<file path="config.mk">
export PLATFORM = sky130hd
export DESIGN_NAME = byte_string_literal_escaper_unit_flat
export DESIGN_NICKNAME = d
export VERILOG_FILES = /design/src/sv/bsle_pkg.sv /design/src/sv/bsle_ifs.sv /design/src/sv/byte_string_literal_escaper_unit.sv /design/src/sv/bsle_front.sv /design/src/sv/bsle_queue.sv /design/src/sv/bsle_back.sv /design/src/flat_wrapper.sv
export SDC_FILE = /design/constraint.sdc
export NUM_CORES = 1
export LEC_CHECK = 0
export ABC_AREA = 0
export BUFFER_PORTS_ARGS = -buffer_cell sky130_fd_sc_hd__buf_2
export CAP_MARGIN = 5
export CORE_MARGIN = 2
export CORE_UTILIZATION = 27
export DETAILED_ROUTE_END_ITERATION = 6
export GPL_TIMING_DRIVEN = 1
export PLACE_DENSITY = 0.53
export SLEW_MARGIN = 0
export SYNTH_ARGS = -nofsm -noshare
export SYNTH_HDL_FRONTEND = slang
export SYNTH_SLANG_ARGS = --single-unit
</file>
<file path="constraint.sdc">
create_clock -name clock -period 17.3 [get_ports clock]
set_input_delay 1.73 -clock clock [delete_from_list [all_inputs] [get_ports clock]]
set_output_delay 1.73 -clock clock [all_outputs]
set_load 0.005 [all_outputs]
</file>
<file path="src/sv/bsle_pkg.sv">
// ----------------------------------------------------------------------------
// bsle_pkg
// Shared types and constants of the byte string literal escaper.
// ----------------------------------------------------------------------------
package bsle_pkg;

   localparam int MAX_CHARS   = 6;
   localparam int CNT_W       = $clog2(MAX_CHARS + 1);
   localparam int IDX_W       = $clog2(MAX_CHARS);
   localparam int QUEUE_DEPTH = 2;
   localparam int QPTR_W      = $clog2(QUEUE_DEPTH);
   localparam int QCNT_W      = $clog2(QUEUE_DEPTH + 1);

   localparam logic [7:0] QUOTE_CHAR  = 8'd34;
   localparam logic [7:0] BSLASH_CHAR = 8'd92;
   localparam logic [7:0] DIGIT_ZERO  = 8'd48;

   typedef logic [7:0] char_type;

   // One classified item: the characters it expands to, in order.
   typedef struct packed {
      logic [MAX_CHARS-1:0][7:0] chars;
      logic [CNT_W-1:0]          count;
      logic                      is_end;
   } desc_type;

   typedef struct packed {
      logic full;
      logic not_empty;
   } q_stat_type;

endpackage

</file>
<file path="src/sv/bsle_ifs.sv">
// ----------------------------------------------------------------------------
// bsle_ifs
// Valid/ready channels for raw string bytes and escaped literal characters.
// ----------------------------------------------------------------------------
interface bsle_req_if;
   logic       valid;
   logic       ready;
   logic [7:0] data_byte;
   logic       has_byte;
   logic       is_first;
   logic       is_last;

   modport source (output valid, data_byte, has_byte, is_first, is_last, input ready);
   modport sink (input valid, data_byte, has_byte, is_first, is_last, output ready);
endinterface

interface bsle_rsp_if;
   logic       valid;
   logic       ready;
   logic [7:0] out_char;
   logic       run_last;
   logic       literal_end;

   modport source (output valid, out_char, run_last, literal_end, input ready);
   modport sink (input valid, out_char, run_last, literal_end, output ready);
endinterface

</file>
<file path="src/sv/byte_string_literal_escaper_unit.sv">
// The first character of an item passes through the queue entry and then the back end's
// current-item register before it can transfer out, when the back end is idle.
// Throughput: one character per cycle on the response channel while its ready is high;
// an item expands to 1 to 6 characters, up to 4 per byte.
// The two-entry queue lets the front take new items while the back is still playing out.
// Reset (synchronous, active high) empties the queue and idles the back end at once.
// ----------------------------------------------------------------------------
// byte_string_literal_escaper_unit
// Turns a stream of raw string bytes into a quoted, escaped string literal.
// ----------------------------------------------------------------------------
module byte_string_literal_escaper_unit (
   input  logic         clock,
   input  logic         reset,
   bsle_req_if.sink     req_chan,
   bsle_rsp_if.source   rsp_chan
);
   import bsle_pkg::*;

   logic       push;
   logic       pop;
   desc_type   push_desc;
   desc_type   head_desc;
   q_stat_type q_stat;

   bsle_front u_front (
      .req_chan  (req_chan),
      .q_stat    (q_stat),
      .push      (push),
      .push_desc (push_desc)
   );

   bsle_queue u_queue (
      .clock     (clock),
      .reset     (reset),
      .push      (push),
      .push_desc (push_desc),
      .pop       (pop),
      .head_desc (head_desc),
      .q_stat    (q_stat)
   );

   bsle_back u_back (
      .clock     (clock),
      .reset     (reset),
      .head_desc (head_desc),
      .q_stat    (q_stat),
      .pop       (pop),
      .rsp_chan  (rsp_chan)
   );

endmodule

</file>
<file path="src/sv/bsle_front.sv">
// ----------------------------------------------------------------------------
// bsle_front
// Accepts input bytes and expands each one into its list of literal characters.
// ----------------------------------------------------------------------------
module bsle_front (
   bsle_req_if.sink              req_chan,
   input  bsle_pkg::q_stat_type  q_stat,
   output logic                  push,
   output bsle_pkg::desc_type    push_desc
);
   import bsle_pkg::*;

   logic [7:0]  b;
   logic [7:0]  letter;
   logic        numeric;
   logic [1:0]  hund;
   logic [7:0]  hund_x100;
   logic [6:0]  rem;
   logic [14:0] rem_scaled;
   logic [3:0]  tens;
   logic [6:0]  tens_x10;
   logic [3:0]  ones;
   logic [7:0]  esc [4];
   logic [2:0]  esc_n;
   logic [2:0]  body_n;
   logic [2:0]  pos;

   assign b = req_chan.data_byte;

   always_comb begin
      unique case (b)
         8'd34:   letter = QUOTE_CHAR;
         8'd92:   letter = BSLASH_CHAR;
         8'd7:    letter = 8'd97;   // a
         8'd8:    letter = 8'd98;   // b
         8'd12:   letter = 8'd102;  // f
         8'd10:   letter = 8'd110;  // n
         8'd13:   letter = 8'd114;  // r
         8'd9:    letter = 8'd116;  // t
         8'd11:   letter = 8'd118;  // v
         default: letter = 8'd0;
      endcase
   end

   assign numeric = (b < 8'd32) || (b > 8'd127);

   // Decimal digits: hundreds by compare, tens by a reciprocal multiply.
   assign hund       = (b >= 8'd200) ? 2'd2 : (b >= 8'd100) ? 2'd1 : 2'd0;
   assign hund_x100  = (hund == 2'd2) ? 8'd200 : (hund == 2'd1) ? 8'd100 : 8'd0;
   assign rem        = 7'(b - hund_x100);
   assign rem_scaled = {8'd0, rem} * 15'd205;
   assign tens       = rem_scaled[14:11];
   assign tens_x10   = {3'd0, tens} * 7'd10;
   assign ones       = 4'(rem - tens_x10);

   always_comb begin
      esc[0] = b;
      esc[1] = 8'd0;
      esc[2] = 8'd0;
      esc[3] = 8'd0;
      esc_n  = 3'd1;
      if (letter != 8'd0) begin
         esc[0] = BSLASH_CHAR;
         esc[1] = letter;
         esc_n  = 3'd2;
      end else if (numeric) begin
         esc[0] = BSLASH_CHAR;
         if (b >= 8'd100) begin
            esc[1] = DIGIT_ZERO + {6'd0, hund};
            esc[2] = DIGIT_ZERO + {4'd0, tens};
            esc[3] = DIGIT_ZERO + {4'd0, ones};
            esc_n  = 3'd4;
         end else if (b >= 8'd10) begin
            esc[1] = DIGIT_ZERO + {4'd0, tens};
            esc[2] = DIGIT_ZERO + {4'd0, ones};
            esc_n  = 3'd3;
         end else begin
            esc[1] = DIGIT_ZERO + {4'd0, ones};
            esc_n  = 3'd2;
         end
      end
   end

   assign body_n = req_chan.has_byte ? esc_n : 3'd0;

   // Lay out opening quote, escaped body and closing quote in slot order.
   always_comb begin
      push_desc.is_end = req_chan.is_last;
      push_desc.count  = CNT_W'({2'd0, req_chan.is_first} + body_n
                                + {2'd0, req_chan.is_last});
      for (int j = 0; j < MAX_CHARS; j++) begin
         pos = 3'(j) - {2'd0, req_chan.is_first};
         if (req_chan.is_first && j == 0) begin
            push_desc.chars[j] = QUOTE_CHAR;
         end else if (pos < body_n) begin
            push_desc.chars[j] = esc[pos[1:0]];
         end else if (req_chan.is_last && pos == body_n) begin
            push_desc.chars[j] = QUOTE_CHAR;
         end else begin
            push_desc.chars[j] = 8'd0;
         end
      end
   end

   assign req_chan.ready = !q_stat.full;
   // Items that expand to nothing are accepted and dropped here.
   assign push = req_chan.valid && req_chan.ready && (push_desc.count != '0);

endmodule

</file>
<file path="src/sv/bsle_queue.sv">
// ----------------------------------------------------------------------------
// bsle_queue
// Short queue of classified items between the front and the back.
// ----------------------------------------------------------------------------
module bsle_queue (
   input  logic                  clock,
   input  logic                  reset,
   input  logic                  push,
   input  bsle_pkg::desc_type    push_desc,
   input  logic                  pop,
   output bsle_pkg::desc_type    head_desc,
   output bsle_pkg::q_stat_type  q_stat
);
   import bsle_pkg::*;

   desc_type          mem_ff [QUEUE_DEPTH];
   logic [QPTR_W-1:0] wr_ptr_ff, wr_ptr_in;
   logic [QPTR_W-1:0] rd_ptr_ff, rd_ptr_in;
   logic [QCNT_W-1:0] cnt_ff, cnt_in;

   assign q_stat.full      = (cnt_ff == QCNT_W'(QUEUE_DEPTH));
   assign q_stat.not_empty = (cnt_ff != '0);
   assign head_desc        = mem_ff[rd_ptr_ff];

   always_comb begin
      wr_ptr_in = push ? QPTR_W'((32'(wr_ptr_ff) + 1) % QUEUE_DEPTH) : wr_ptr_ff;
      rd_ptr_in = pop ? QPTR_W'((32'(rd_ptr_ff) + 1) % QUEUE_DEPTH) : rd_ptr_ff;
      cnt_in    = cnt_ff + QCNT_W'(push) - QCNT_W'(pop);
   end

   always_ff @(posedge clock) begin
      if (reset) begin
         wr_ptr_ff <= '0;
         rd_ptr_ff <= '0;
         cnt_ff    <= '0;
      end else begin
         wr_ptr_ff <= wr_ptr_in;
         rd_ptr_ff <= rd_ptr_in;
         cnt_ff    <= cnt_in;
      end
   end

   always_ff @(posedge clock) begin
      if (push) begin
         mem_ff[wr_ptr_ff] <= push_desc;
      end
   end

   a_no_overflow: assert property (@(posedge clock) disable iff (reset)
      !(push && q_stat.full && !pop))
      else $error("queue written while full");
   a_no_underflow: assert property (@(posedge clock) disable iff (reset)
      pop |-> q_stat.not_empty)
      else $error("queue read while empty");
   a_count_track: assert property (@(posedge clock) disable iff (reset)
      (push && !pop) |=> (cnt_ff == $past(cnt_ff) + QCNT_W'(1)))
      else $error("queue count did not advance on a write");

endmodule

</file>
<file path="src/sv/bsle_back.sv">
// ----------------------------------------------------------------------------
// bsle_back
// Plays out the characters of each classified item, one per cycle while the response channel is ready.
// ----------------------------------------------------------------------------
module bsle_back (
   input  logic                  clock,
   input  logic                  reset,
   input  bsle_pkg::desc_type    head_desc,
   input  bsle_pkg::q_stat_type  q_stat,
   output logic                  pop,
   bsle_rsp_if.source            rsp_chan
);
   import bsle_pkg::*;

   desc_type         cur_ff, cur_in;
   logic [IDX_W-1:0] idx_ff, idx_in;
   logic             busy_ff, busy_in;
   logic             at_end;
   logic             xfer;

   assign xfer   = rsp_chan.valid && rsp_chan.ready;
   assign at_end = (CNT_W'(idx_ff) + CNT_W'(1) == cur_ff.count);
   // A new item is loaded when idle or in the cycle the last character leaves.
   assign pop    = q_stat.not_empty && (!busy_ff || (xfer && at_end));

   always_comb begin
      cur_in  = cur_ff;
      idx_in  = idx_ff;
      busy_in = busy_ff;
      if (pop) begin
         cur_in  = head_desc;
         idx_in  = '0;
         busy_in = 1'b1;
      end else if (xfer) begin
         if (at_end) begin
            busy_in = 1'b0;
         end else begin
            idx_in = idx_ff + IDX_W'(1);
         end
      end
   end

   always_ff @(posedge clock) begin
      if (reset) begin
         busy_ff <= 1'b0;
         idx_ff  <= '0;
      end else begin
         busy_ff <= busy_in;
         idx_ff  <= idx_in;
      end
   end

   always_ff @(posedge clock) begin
      cur_ff <= cur_in;
   end

   assign rsp_chan.valid       = busy_ff;
   assign rsp_chan.out_char    = cur_ff.chars[idx_ff];
   assign rsp_chan.run_last    = at_end;
   assign rsp_chan.literal_end = at_end && cur_ff.is_end;

   a_end_is_quote: assert property (@(posedge clock) disable iff (reset)
      (rsp_chan.valid && rsp_chan.literal_end) |->
         (rsp_chan.run_last && rsp_chan.out_char == QUOTE_CHAR))
      else $error("literal end not on a closing quote");
   a_idx_in_range: assert property (@(posedge clock) disable iff (reset)
      busy_ff |-> (CNT_W'(idx_ff) < cur_ff.count))
      else $error("character index beyond item length");
   a_advance: assert property (@(posedge clock) disable iff (reset)
      (xfer && !at_end) |=> (busy_ff && idx_ff == $past(idx_ff) + IDX_W'(1)))
      else $error("character index did not advance after a transfer");

endmodule
</file>
<file path="src/flat_wrapper.sv">
// flat-port wrapper written by rule: the top's interface ports become plain ports
module byte_string_literal_escaper_unit_flat import bsle_pkg::*;
  (clock, reset, req_chan_valid, req_chan_data_byte, req_chan_has_byte, req_chan_is_first, req_chan_is_last, req_chan_ready, rsp_chan_valid, rsp_chan_out_char, rsp_chan_run_last, rsp_chan_literal_end, rsp_chan_ready);
  bsle_req_if req_chan_i ();
  bsle_rsp_if rsp_chan_i ();
  input  logic clock;
  input  logic reset;
  input wire logic [$bits(req_chan_i.valid)-1:0] req_chan_valid;
  input wire logic [$bits(req_chan_i.data_byte)-1:0] req_chan_data_byte;
  input wire logic [$bits(req_chan_i.has_byte)-1:0] req_chan_has_byte;
  input wire logic [$bits(req_chan_i.is_first)-1:0] req_chan_is_first;
  input wire logic [$bits(req_chan_i.is_last)-1:0] req_chan_is_last;
  output wire logic [$bits(req_chan_i.ready)-1:0] req_chan_ready;
  output wire logic [$bits(rsp_chan_i.valid)-1:0] rsp_chan_valid;
  output wire logic [$bits(rsp_chan_i.out_char)-1:0] rsp_chan_out_char;
  output wire logic [$bits(rsp_chan_i.run_last)-1:0] rsp_chan_run_last;
  output wire logic [$bits(rsp_chan_i.literal_end)-1:0] rsp_chan_literal_end;
  input wire logic [$bits(rsp_chan_i.ready)-1:0] rsp_chan_ready;
  assign req_chan_i.valid = req_chan_valid;
  assign req_chan_i.data_byte = req_chan_data_byte;
  assign req_chan_i.has_byte = req_chan_has_byte;
  assign req_chan_i.is_first = req_chan_is_first;
  assign req_chan_i.is_last = req_chan_is_last;
  assign req_chan_ready = req_chan_i.ready;
  assign rsp_chan_valid = rsp_chan_i.valid;
  assign rsp_chan_out_char = rsp_chan_i.out_char;
  assign rsp_chan_run_last = rsp_chan_i.run_last;
  assign rsp_chan_literal_end = rsp_chan_i.literal_end;
  assign rsp_chan_i.ready = rsp_chan_ready;
  byte_string_literal_escaper_unit u_core (.clock(clock), .reset(reset), .req_chan(req_chan_i), .rsp_chan(rsp_chan_i));
endmodule
</file>
# == Word level (Yosys, flattened, before mapping) ==
# Memories as Yosys holds them, arrays and structs flattened. A register that Yosys moved wholly into a read port is not among the register bits.
# Index checks and enable logic that the tools add are counted.
# word_totals
mem_bits_rw,104
register_bits,8
output_inout_bits,12
memories,1
# memory_table
memory,depth,width,rd,rd_ports_with_merged_regs,wr,line,rtl
u_core.u_queue.mem_ff,2,52,1,1,1,bsle_queue.sv:16,desc_type mem_ff [QUEUE_DEPTH];
# classes
order_cmp,18
addsub,18
reduce_logical,24
n_bitwise,7
n_eq_ne,19
multipliers,2
muxes,55
# ops
cell,count
$mux W8,20
$bmux W8 S2,6
$pmux W7 S9,1
$eq A8 B4 Y1 const B,6
$mux W6,6
$mux W7,5
$mux W16,2
$mux W32,1
$bmux W8 S3,1
$eq A3 B3 Y1,7
$ge A3 B3 Y1 const B,6
$lt A3 B3 Y1,6
$not A2 Y3,6
$mul A7 B8 Y15 const B,1
$mux W15,1
$add A6 B4 Y7 const A,2
$logic_and A1 B1 Y1,12
$mux W3,4
$eq A8 B3 Y1 const B,1
$eq A8 B6 Y1 const B,1
$eq A8 B7 Y1 const B,1
$ge A8 B4 Y1 const B,1
$ge A8 B7 Y1 const B,1
$ge A8 B8 Y1 const B,1
other kinds (28),44

# == Depth between registers and ports, before layout ==
# Gate-level depths: netlist (run 1).
# logic_depth
depth_word,20
depth_mapped,32
depth_no_buf,31

# == Hierarchy ==
# A second synthesis (run 1) with hierarchy kept.
# unflattened
cells_unflattened,627
area_unflattened_um2,8843.5
# by_module_without_submodules
module,cells_each,n_inst,seq_area_each_um2,area_per_inst_um2
bsle_queue,183,1,3223.1,4226.6
bsle_front,324,1,0.0,2412.3
bsle_back,120,1,1641.6,2204.6

# == Worst setup path before layout (run 1) ==
# Ideal clock, no wire load.
# synth_timing
path_type,in2reg
from,input port req_chan_data_byte[3]
to,memory u_core.u_queue.mem_ff[0][23] in the netlist's numbering (data pin)
setup_slack_ns,8.462
n_path_buf,1
arrival_ns,8.573
setup_ns,0.264
t_required_ns,17.036
stages,30
path_cell_list,clkbuf_1 > o311ai_0 > nand2_1 > inv_1 > ha_1 > inv_1 > fa_1 > o21ai_0 > nand2b_1 > xnor2_1 > ha_1 > ha_1 > fa_1 > inv_1 > fa_1 > inv_1 > ha_1 > or3_4 > o211ai_2 > nor3b_1 > nor3_2 > inv_1 > ha_1 > fa_1 > xnor2_1 > xnor2_1 > or3_4 > and4b_1 > or3_1 > o311a_1
# synth_lines
element,line,rtl
"start, declared",flat_wrapper.sv:9,input wire logic [$bits(req_chan_i.data_byte)-1:0] req_chan_data_byte;
"end, declared",bsle_queue.sv:16,

==> impl_metrics.env, run 1 <==
export IMPL_yosys_warnings=0
export IMPL_start_kind="input port"
export IMPL_cts_setup_buffers=0
export IMPL_row_count=64
export IMPL_cts_buffers=17
export IMPL_drc=0
export IMPL_maxSlewHeadroom_pct=32.2
export IMPL_core_um2=30600
export IMPL_crit_fanout=15
export IMPL_min_period_ns=9.09
export IMPL_clkSlewWorstSetupHoldPaths_ns=0.06
export IMPL_worst_pin_slew_ns=1.00
export IMPL_cts_buffer_depth=2
export IMPL_grt_max_degree=56
export IMPL_fin_nets=742
export IMPL_synth_edf_count=150
export IMPL_cts_htree_levels=4
export IMPL_gp_congestion=0.862
export IMPL_hpwlAfterDp_um=12300
export IMPL_fin_worst_skew_ns=0.00774
export IMPL_p_leak_nw=3.48
export IMPL_synth_top_cells_by_area="edfxtp_1, ha_1, mux2_2"
export IMPL_outcome="finished clean"
export IMPL_antenna_found_initial=0
export IMPL_fin_crit_sh_pct=52.5
export IMPL_synth_compound_area_share_pct=10.8
export IMPL_crit_path_end_kind="flip-flop"
export IMPL_synthSimpleGateAreaFrac_pct=8.99
export IMPL_grt_pass1_vias=5114
export IMPL_total_power_mw=1.59
export IMPL_hold_buffers=0
export IMPL_setup_viol=0
export IMPL_tritoncts="yes"
export IMPL_io_pins=27
export IMPL_synth_seq_area_share_pct=55.6
export IMPL_synth_top_area_share_pct=53.7
export IMPL_tns_ns=0
export IMPL_syn_inst=634
export IMPL_crit_type="in2reg"
export IMPL_synth_mux_area_share_pct=9.75
export IMPL_postRouteAntennaNets=0
export IMPL_wl_per_cell_um=16.4
export IMPL_hp_class="reg2reg"
export IMPL_async_flop_share_pct=0
export IMPL_clock_latency_ns=0.42
export IMPL_synth_top_family_by_area="compound AO/OA/AOI/OAI gates"
export IMPL_fp_dieW_um=180
export IMPL_synth_fa_ha_area_share_pct=9.78
export IMPL_via_per_inst=4.75
export IMPL_root_buffer="clkbuf_16"
export IMPL_worstRegToRegCells=12
export IMPL_grt_total_usage_pct=11.2
export IMPL_synth_area_um2=8390
export IMPL_cp_slowest_cell="o311ai_0"
export IMPL_die_h_um=180
export IMPL_slowest_delay_ns=0.88
export IMPL_drtIter0Drc=276
export IMPL_wl_um=17700
export IMPL_cts_resized=0
export IMPL_synth_xor_area_share_pct=1.88
export IMPL_cap_violations=0
export IMPL_rsz0062_at_grt="false"
export IMPL_worst_ep_arrival_time_ns=9.25
export IMPL_syn_avg_cell_area_um2=13.2
export IMPL_grt_pass1_wl_um=28400
export IMPL_dr_total_vias=5120
export IMPL_max_freq_mhz=110
export IMPL_hold_violations=0
export IMPL_initial_core_util_pct=27.4
export IMPL_clock_sinks=158
export IMPL_overflow=0
export IMPL_antenna_cells=0
export IMPL_slew_viol_final=0
export IMPL_yosys_register_bits=158
export IMPL_yosysUniqueCellTypes=78
export IMPL_die_area_um2=32500
export IMPL_synth_area_leader_cell="edfxtp_1"
export IMPL_whs_path_depth=2
export IMPL_cp_required_ns=17.46
export IMPL_area_growth_syn_to_layout_pct=14.5
export IMPL_io_buffer_count=26
export IMPL_synth_top_flop_cell="edfxtp_1"
export IMPL_peakVddDrop_mv=0.0717
export IMPL_fillCellCount=3059
export IMPL_power_density_nw_per_um2=166
export IMPL_firstDrtPassIters=4
export IMPL_drive_gt1_share_pct=21.4
## worst max-delay path: cells and delay by family
kind	cells	cell delay, ns
and+or+nand+nor	7	1.77
adders and majority gates	9	2.91
xor gates and xnor gates	3	0.58
buffers and inverters	6	0.55
AOI/OAI and AO/OA	5	1.71
## metrics by stage
| step | setup slack, ns | utilization (%) | hold slack, ns | instance area, um2 | instances |
|---|---|---|---|---|---|
| 2_1_floorplan | 8.46 | - | 0.478 | 8420 | 643 |
| 6_report | 8.21 | 31.4 | 0.518 | 9610 | 1077 |
| 3_3_place_gp | 7.98 | 29.5 | 0.509 | 9010 | 1045 |
| 5_1_grt | 7.71 | 31.4 | 0.556 | 9610 | 1077 |
| 4_1_cts | 8.20 | 31.4 | 0.526 | 9610 | 1077 |
| 3_5_place_dp | 7.77 | 29.5 | 0.517 | 9010 | 1045 |
## placed cells by master (no fill, tap or decap), types with 6 or more instances in the layout
master and instances:
fa_1 11, o21ai_0 22, clkbuf_16 17, mux2i_1 12, inv_6 7, nand2_1 27, xnor2_1 15, mux4_2 6
buf_4 6, buf_2 26, nor2_1 26, a21o_1 7, nor3_1 14, dfxtp_1 7, nand2b_1 9, inv_1 39
o22ai_1 10, ha_1 48, edfxtp_1 150, conb_1 10, a31oi_1 9, o31ai_1 6, a21oi_1 31, nand3_1 9
mux2_2 50, nor2b_1 9
## report_power, final
part	leakage, nW	internal, mW	switching [mW]
logic	1.69	0.277	0.383
registers	1.50	0.541	0.0207
clock network	0.296	0.218	0.155
total	3.48	1.04	0.559
## final cells by class
| cell class | count | area, um2 | share of cell area, % |
|---|---|---|---|
| clock inverter | 15 | 174 | 1.81 |
| tap | 396 | 495 | 5.16 |
| multi-input combinational | 418 | 3520 | 36.6 |
| timing repair buffer | 32 | 175 | 1.82 |
| sequential | 158 | 4670 | 48.6 |
| clock buffer | 17 | 425 | 4.43 |
| inverter | 41 | 154 | 1.60 |
## synthesized netlist by cell type (6+ instances only)
cell type and number:
inv_1 39, o21ai_0 22, edfxtp_1 150, dfxtp_1 8, o31ai_1 6, buf_2 7, nor2_1 28, a31oi_1 9
xnor2_1 15, mux2i_1 12, nor3_1 14, o22ai_1 10, mux2_2 50, clkbuf_1 17, mux4_2 6, nand3_1 9
a21o_1 7, a21oi_1 32, nand2b_1 9, nand2_1 27, nor2b_1 9, fa_1 11, ha_1 48
## state kept, by name, indices dropped and copies added, names as in the netlist
signal / count
u_core.u_back.cur_ff: 50
u_core.u_queue.cnt_ff: 2
u_core.u_queue.mem_ff: 100
u_core.u_back.idx_ff: 3
u_core.u_queue.rd_ptr_ff: 1
u_core.u_queue.wr_ptr_ff: 1
u_core.u_back.rsp_chan.valid: 1
## metal layers
metal,track usage (%),vias to the layer above,wire (um)
met1,15.2,2539,8540
met2,18.2,105,8480
met4,3.29,0,188
met3,2.22,15,510
li1,-,2461,-
met5,0,-,0
## kinds of logic (layout without fill, tap and decap cells)
family / Yosys count / count (layout)
DFF: 158 / 158
muxes: 68 / 68
other: 1 / 10
buffers and inverters: 67 / 105
and+or+nand+nor: 135 / 135
AOI/OAI and AO/OA: 128 / 128
adders and majority gates: 59 / 59
xor gates and xnor gates: 18 / 18
## worst paths after layout
path,from,end,slack (ns)
worst min register to register,u_core.u_back.rsp_chan.valid,u_core.u_back.rsp_chan.valid,0.52
worst max-delay path,req_chan_data_byte[3],u_core.u_queue.mem_ff[0][23],8.21
worst min-delay path,u_core.u_back.rsp_chan.valid,u_core.u_back.rsp_chan.valid,0.52
worst max register to register,u_core.u_back.idx_ff[1],u_core.u_queue.cnt_ff[1],13.65
Power figures use the tool's default switching activity.
==> inputs of run 2 (changes only) <==
==> constraint.sdc (replaced) <==
create_clock -name clock -period 8.5 [get_ports clock]
set_input_delay 0.85 -clock clock [delete_from_list [all_inputs] [get_ports clock]]
set_output_delay 0.85 -clock clock [all_outputs]
set_load 0.005 [all_outputs]
==> run 2 against run 1 <==
Net effect: clock power is 88% higher; routed wire length is 4.4% higher; sequential share of layout area is 0.12 points higher; clock skew is 0.0014 ns lower; global-route usage is 0.50 points higher; die area stayed put; via count is 1.0% higher; hold slack better by 0.0048 ns; final cell count is 0.28% higher; non-clock buffer count is 3 higher; critical endpoint is now u_core.u_queue.mem_ff[1][23]; highest routed layer unchanged.
==> impl_metrics.env, run 2 (same netlist as run 1, synthesis figures left out) <==
export IMPL_fp_dieW_um=180
export IMPL_cap_violations=0
export IMPL_grt_total_usage_pct=11.7
export IMPL_wl_per_cell_um=17.1
export IMPL_antenna_found_initial=0
export IMPL_pwr_share_seq_pct=35.4
export IMPL_slowest_delay_ns=0.50
export IMPL_cts_htree_levels=4
export IMPL_drc=0
export IMPL_tns_ns=0
export IMPL_critPathTopFamily="adder cells"
export IMPL_combPwrFrac_pct=42.8
export IMPL_min_period_ns=7.62
export IMPL_switching_share_pct=36.0
export IMPL_cts_buffer_depth=2
export IMPL_fillCellCount=3121
export IMPL_clkPwrFrac_pct=21.8
export IMPL_crit_type="in2reg"
export IMPL_die_area_um2=32500
export IMPL_via_per_inst=4.79
export IMPL_final_common_cell="edfxtp_1"
export IMPL_initial_core_util_pct=27.4
export IMPL_root_buffer="clkbuf_16"
export IMPL_outcome="finished clean"
export IMPL_rsz0062_at_grt="false"
export IMPL_register_area_um2=4670
export IMPL_cp_required_ns=8.67
export IMPL_largest_reg_flops=100
export IMPL_crit_fanout=15
export IMPL_crit_path_end_kind="flip-flop"
export IMPL_firstDrtPassIters=5
export IMPL_peakVddDrop_mv=0.158
export IMPL_multiInputGateArea_um2=3520
export IMPL_gp_congestion=0.825
export IMPL_worst_ep_arrival_time_ns=7.79
export IMPL_clock_latency_ns=0.42
export IMPL_clkSlewWorstSetupHoldPaths_ns=0.07
export IMPL_p_switching_mw=1.16
export IMPL_internal_power_mw=2.06
export IMPL_io_buffer_count=26
export IMPL_max_freq_mhz=131
export IMPL_maxSlewHeadroom_pct=41.4
export IMPL_worst_pin_slew_ns=0.870
export IMPL_row_count=64
export IMPL_drtIter0Drc=415
export IMPL_grt_pass1_wl_um=29600
export IMPL_area_growth_syn_to_layout_pct=14.2
export IMPL_start_kind="input port"
export IMPL_final_cell_area_um2=9580
export IMPL_cp_num_buf_inv=5
export IMPL_hold_violations=0
export IMPL_die_h_um=180
export IMPL_regMostFlops="u_core.u_queue.mem_ff"
export IMPL_slew_viol_final=0
export IMPL_grt_max_degree=56
export IMPL_setup_viol=0
export IMPL_drive_gt1_share_pct=21.9
export IMPL_wl_um=18500
export IMPL_cts_setup_buffers=0
export IMPL_io_pins=27
export IMPL_antenna_cells=0
export IMPL_hp_class="reg2reg"
export IMPL_p_leak_nw=3.46
export IMPL_clock_sinks=158
export IMPL_core_um2=30600
export IMPL_final_cell_mix="edfxtp_1, mux2_2, ha_1"
export IMPL_overflow=0
export IMPL_place_area_um2=9030
export IMPL_fin_worst_skew_ns=0.00629
export IMPL_fin_crit_sh_pct=89.7
export IMPL_cp_slowest_cell="fa_1"
export IMPL_cts_resized=0
export IMPL_hold_buffers=0
export IMPL_tritoncts="yes"
export IMPL_power_density_nw_per_um2=336
export IMPL_hpwlAfterDp_um=12700
export IMPL_reg_top3="u_core.u_queue.mem_ff (100), u_core.u_back.cur_ff (50), u_core.u_back.idx_ff (3)"
export IMPL_fin_nets=745
export IMPL_grt_pass1_vias=5153
export IMPL_cts_buffers=17
export IMPL_dr_total_vias=5173
export IMPL_postRouteAntennaNets=0
run 2: power by group through the flow:
stage	logic [mW]	clock network, mW	registers, mW
final	1.38	0.702	1.14
after detailed placement	1.38	0	1.16
after floorplan	1.02	0	1.16
after CTS	1.39	0.719	1.15
after global routing	1.54	0.750	1.16
after global placement	1.36	0	1.16
run 2: routing by layer:
metal / part of all wire (%) / wire length [um] / track usage, % / vias up
li1: - / - / - / 2469
met4: 1.5 / 279 / 3.45 / 0
met1: 49 / 9020 / 16.4 / 2574
met5: 0 / 0 / 0 / -
met2: 47 / 8610 / 18.5 / 111
met3: 3.2 / 591 / 2.00 / 19
run 2: worst register-to-register path, stage by stage, from the launching register on:
cell     delay (ns)
dfxtp_1        0.78
ha_1           0.39
xor2_1         0.16
nor3_1         0.38
nand2_1        0.19
a21oi_4        0.17
buf_4          0.58
ha_1           0.36
inv_1          0.06
ha_1           0.15
xor2_1         0.17
xnor2_1        0.13
nor2_1         0.05
run 2: area by class of cell:
class,count,area share [%]
Inverter,41,1.61
Multi-Input combinational cell,418,36.7
Clock buffer,17,4.44
Clock inverter,15,1.33
Timing Repair Buffer,35,2.06
Tap cell,396,5.17
Sequential cell,158,48.7
run 2: through the flow:
stage	power, mW	util, %	setup slack, ns	hold slack (ns)	std cells
global route	3.45	31.3	0.375	0.546	1080
CTS	3.26	31.3	0.908	0.525	1080
detailed placement	2.54	29.5	0.459	0.517	1048
finish	3.22	31.3	0.878	0.523	1080
global placement	2.52	29.5	0.606	0.507	1048
floorplan	2.18	-	0.542	0.478	643
run 2: worst paths after layout:
| path | depth (start not counted) | to | startpoint | slack [ns] |
|---|---|---|---|---|
| hold reg to reg | 2 | u_core.u_back.rsp_chan.valid | u_core.u_back.rsp_chan.valid | 0.52 |
| setup / recovery | 30 | u_core.u_queue.mem_ff[1][23] | req_chan_data_byte[3] | 0.88 |
| setup reg to reg | 12 | u_core.u_queue.cnt_ff[1] | u_core.u_back.idx_ff[1] | 4.82 |
| hold / removal | 2 | u_core.u_back.rsp_chan.valid | u_core.u_back.rsp_chan.valid | 0.52 |
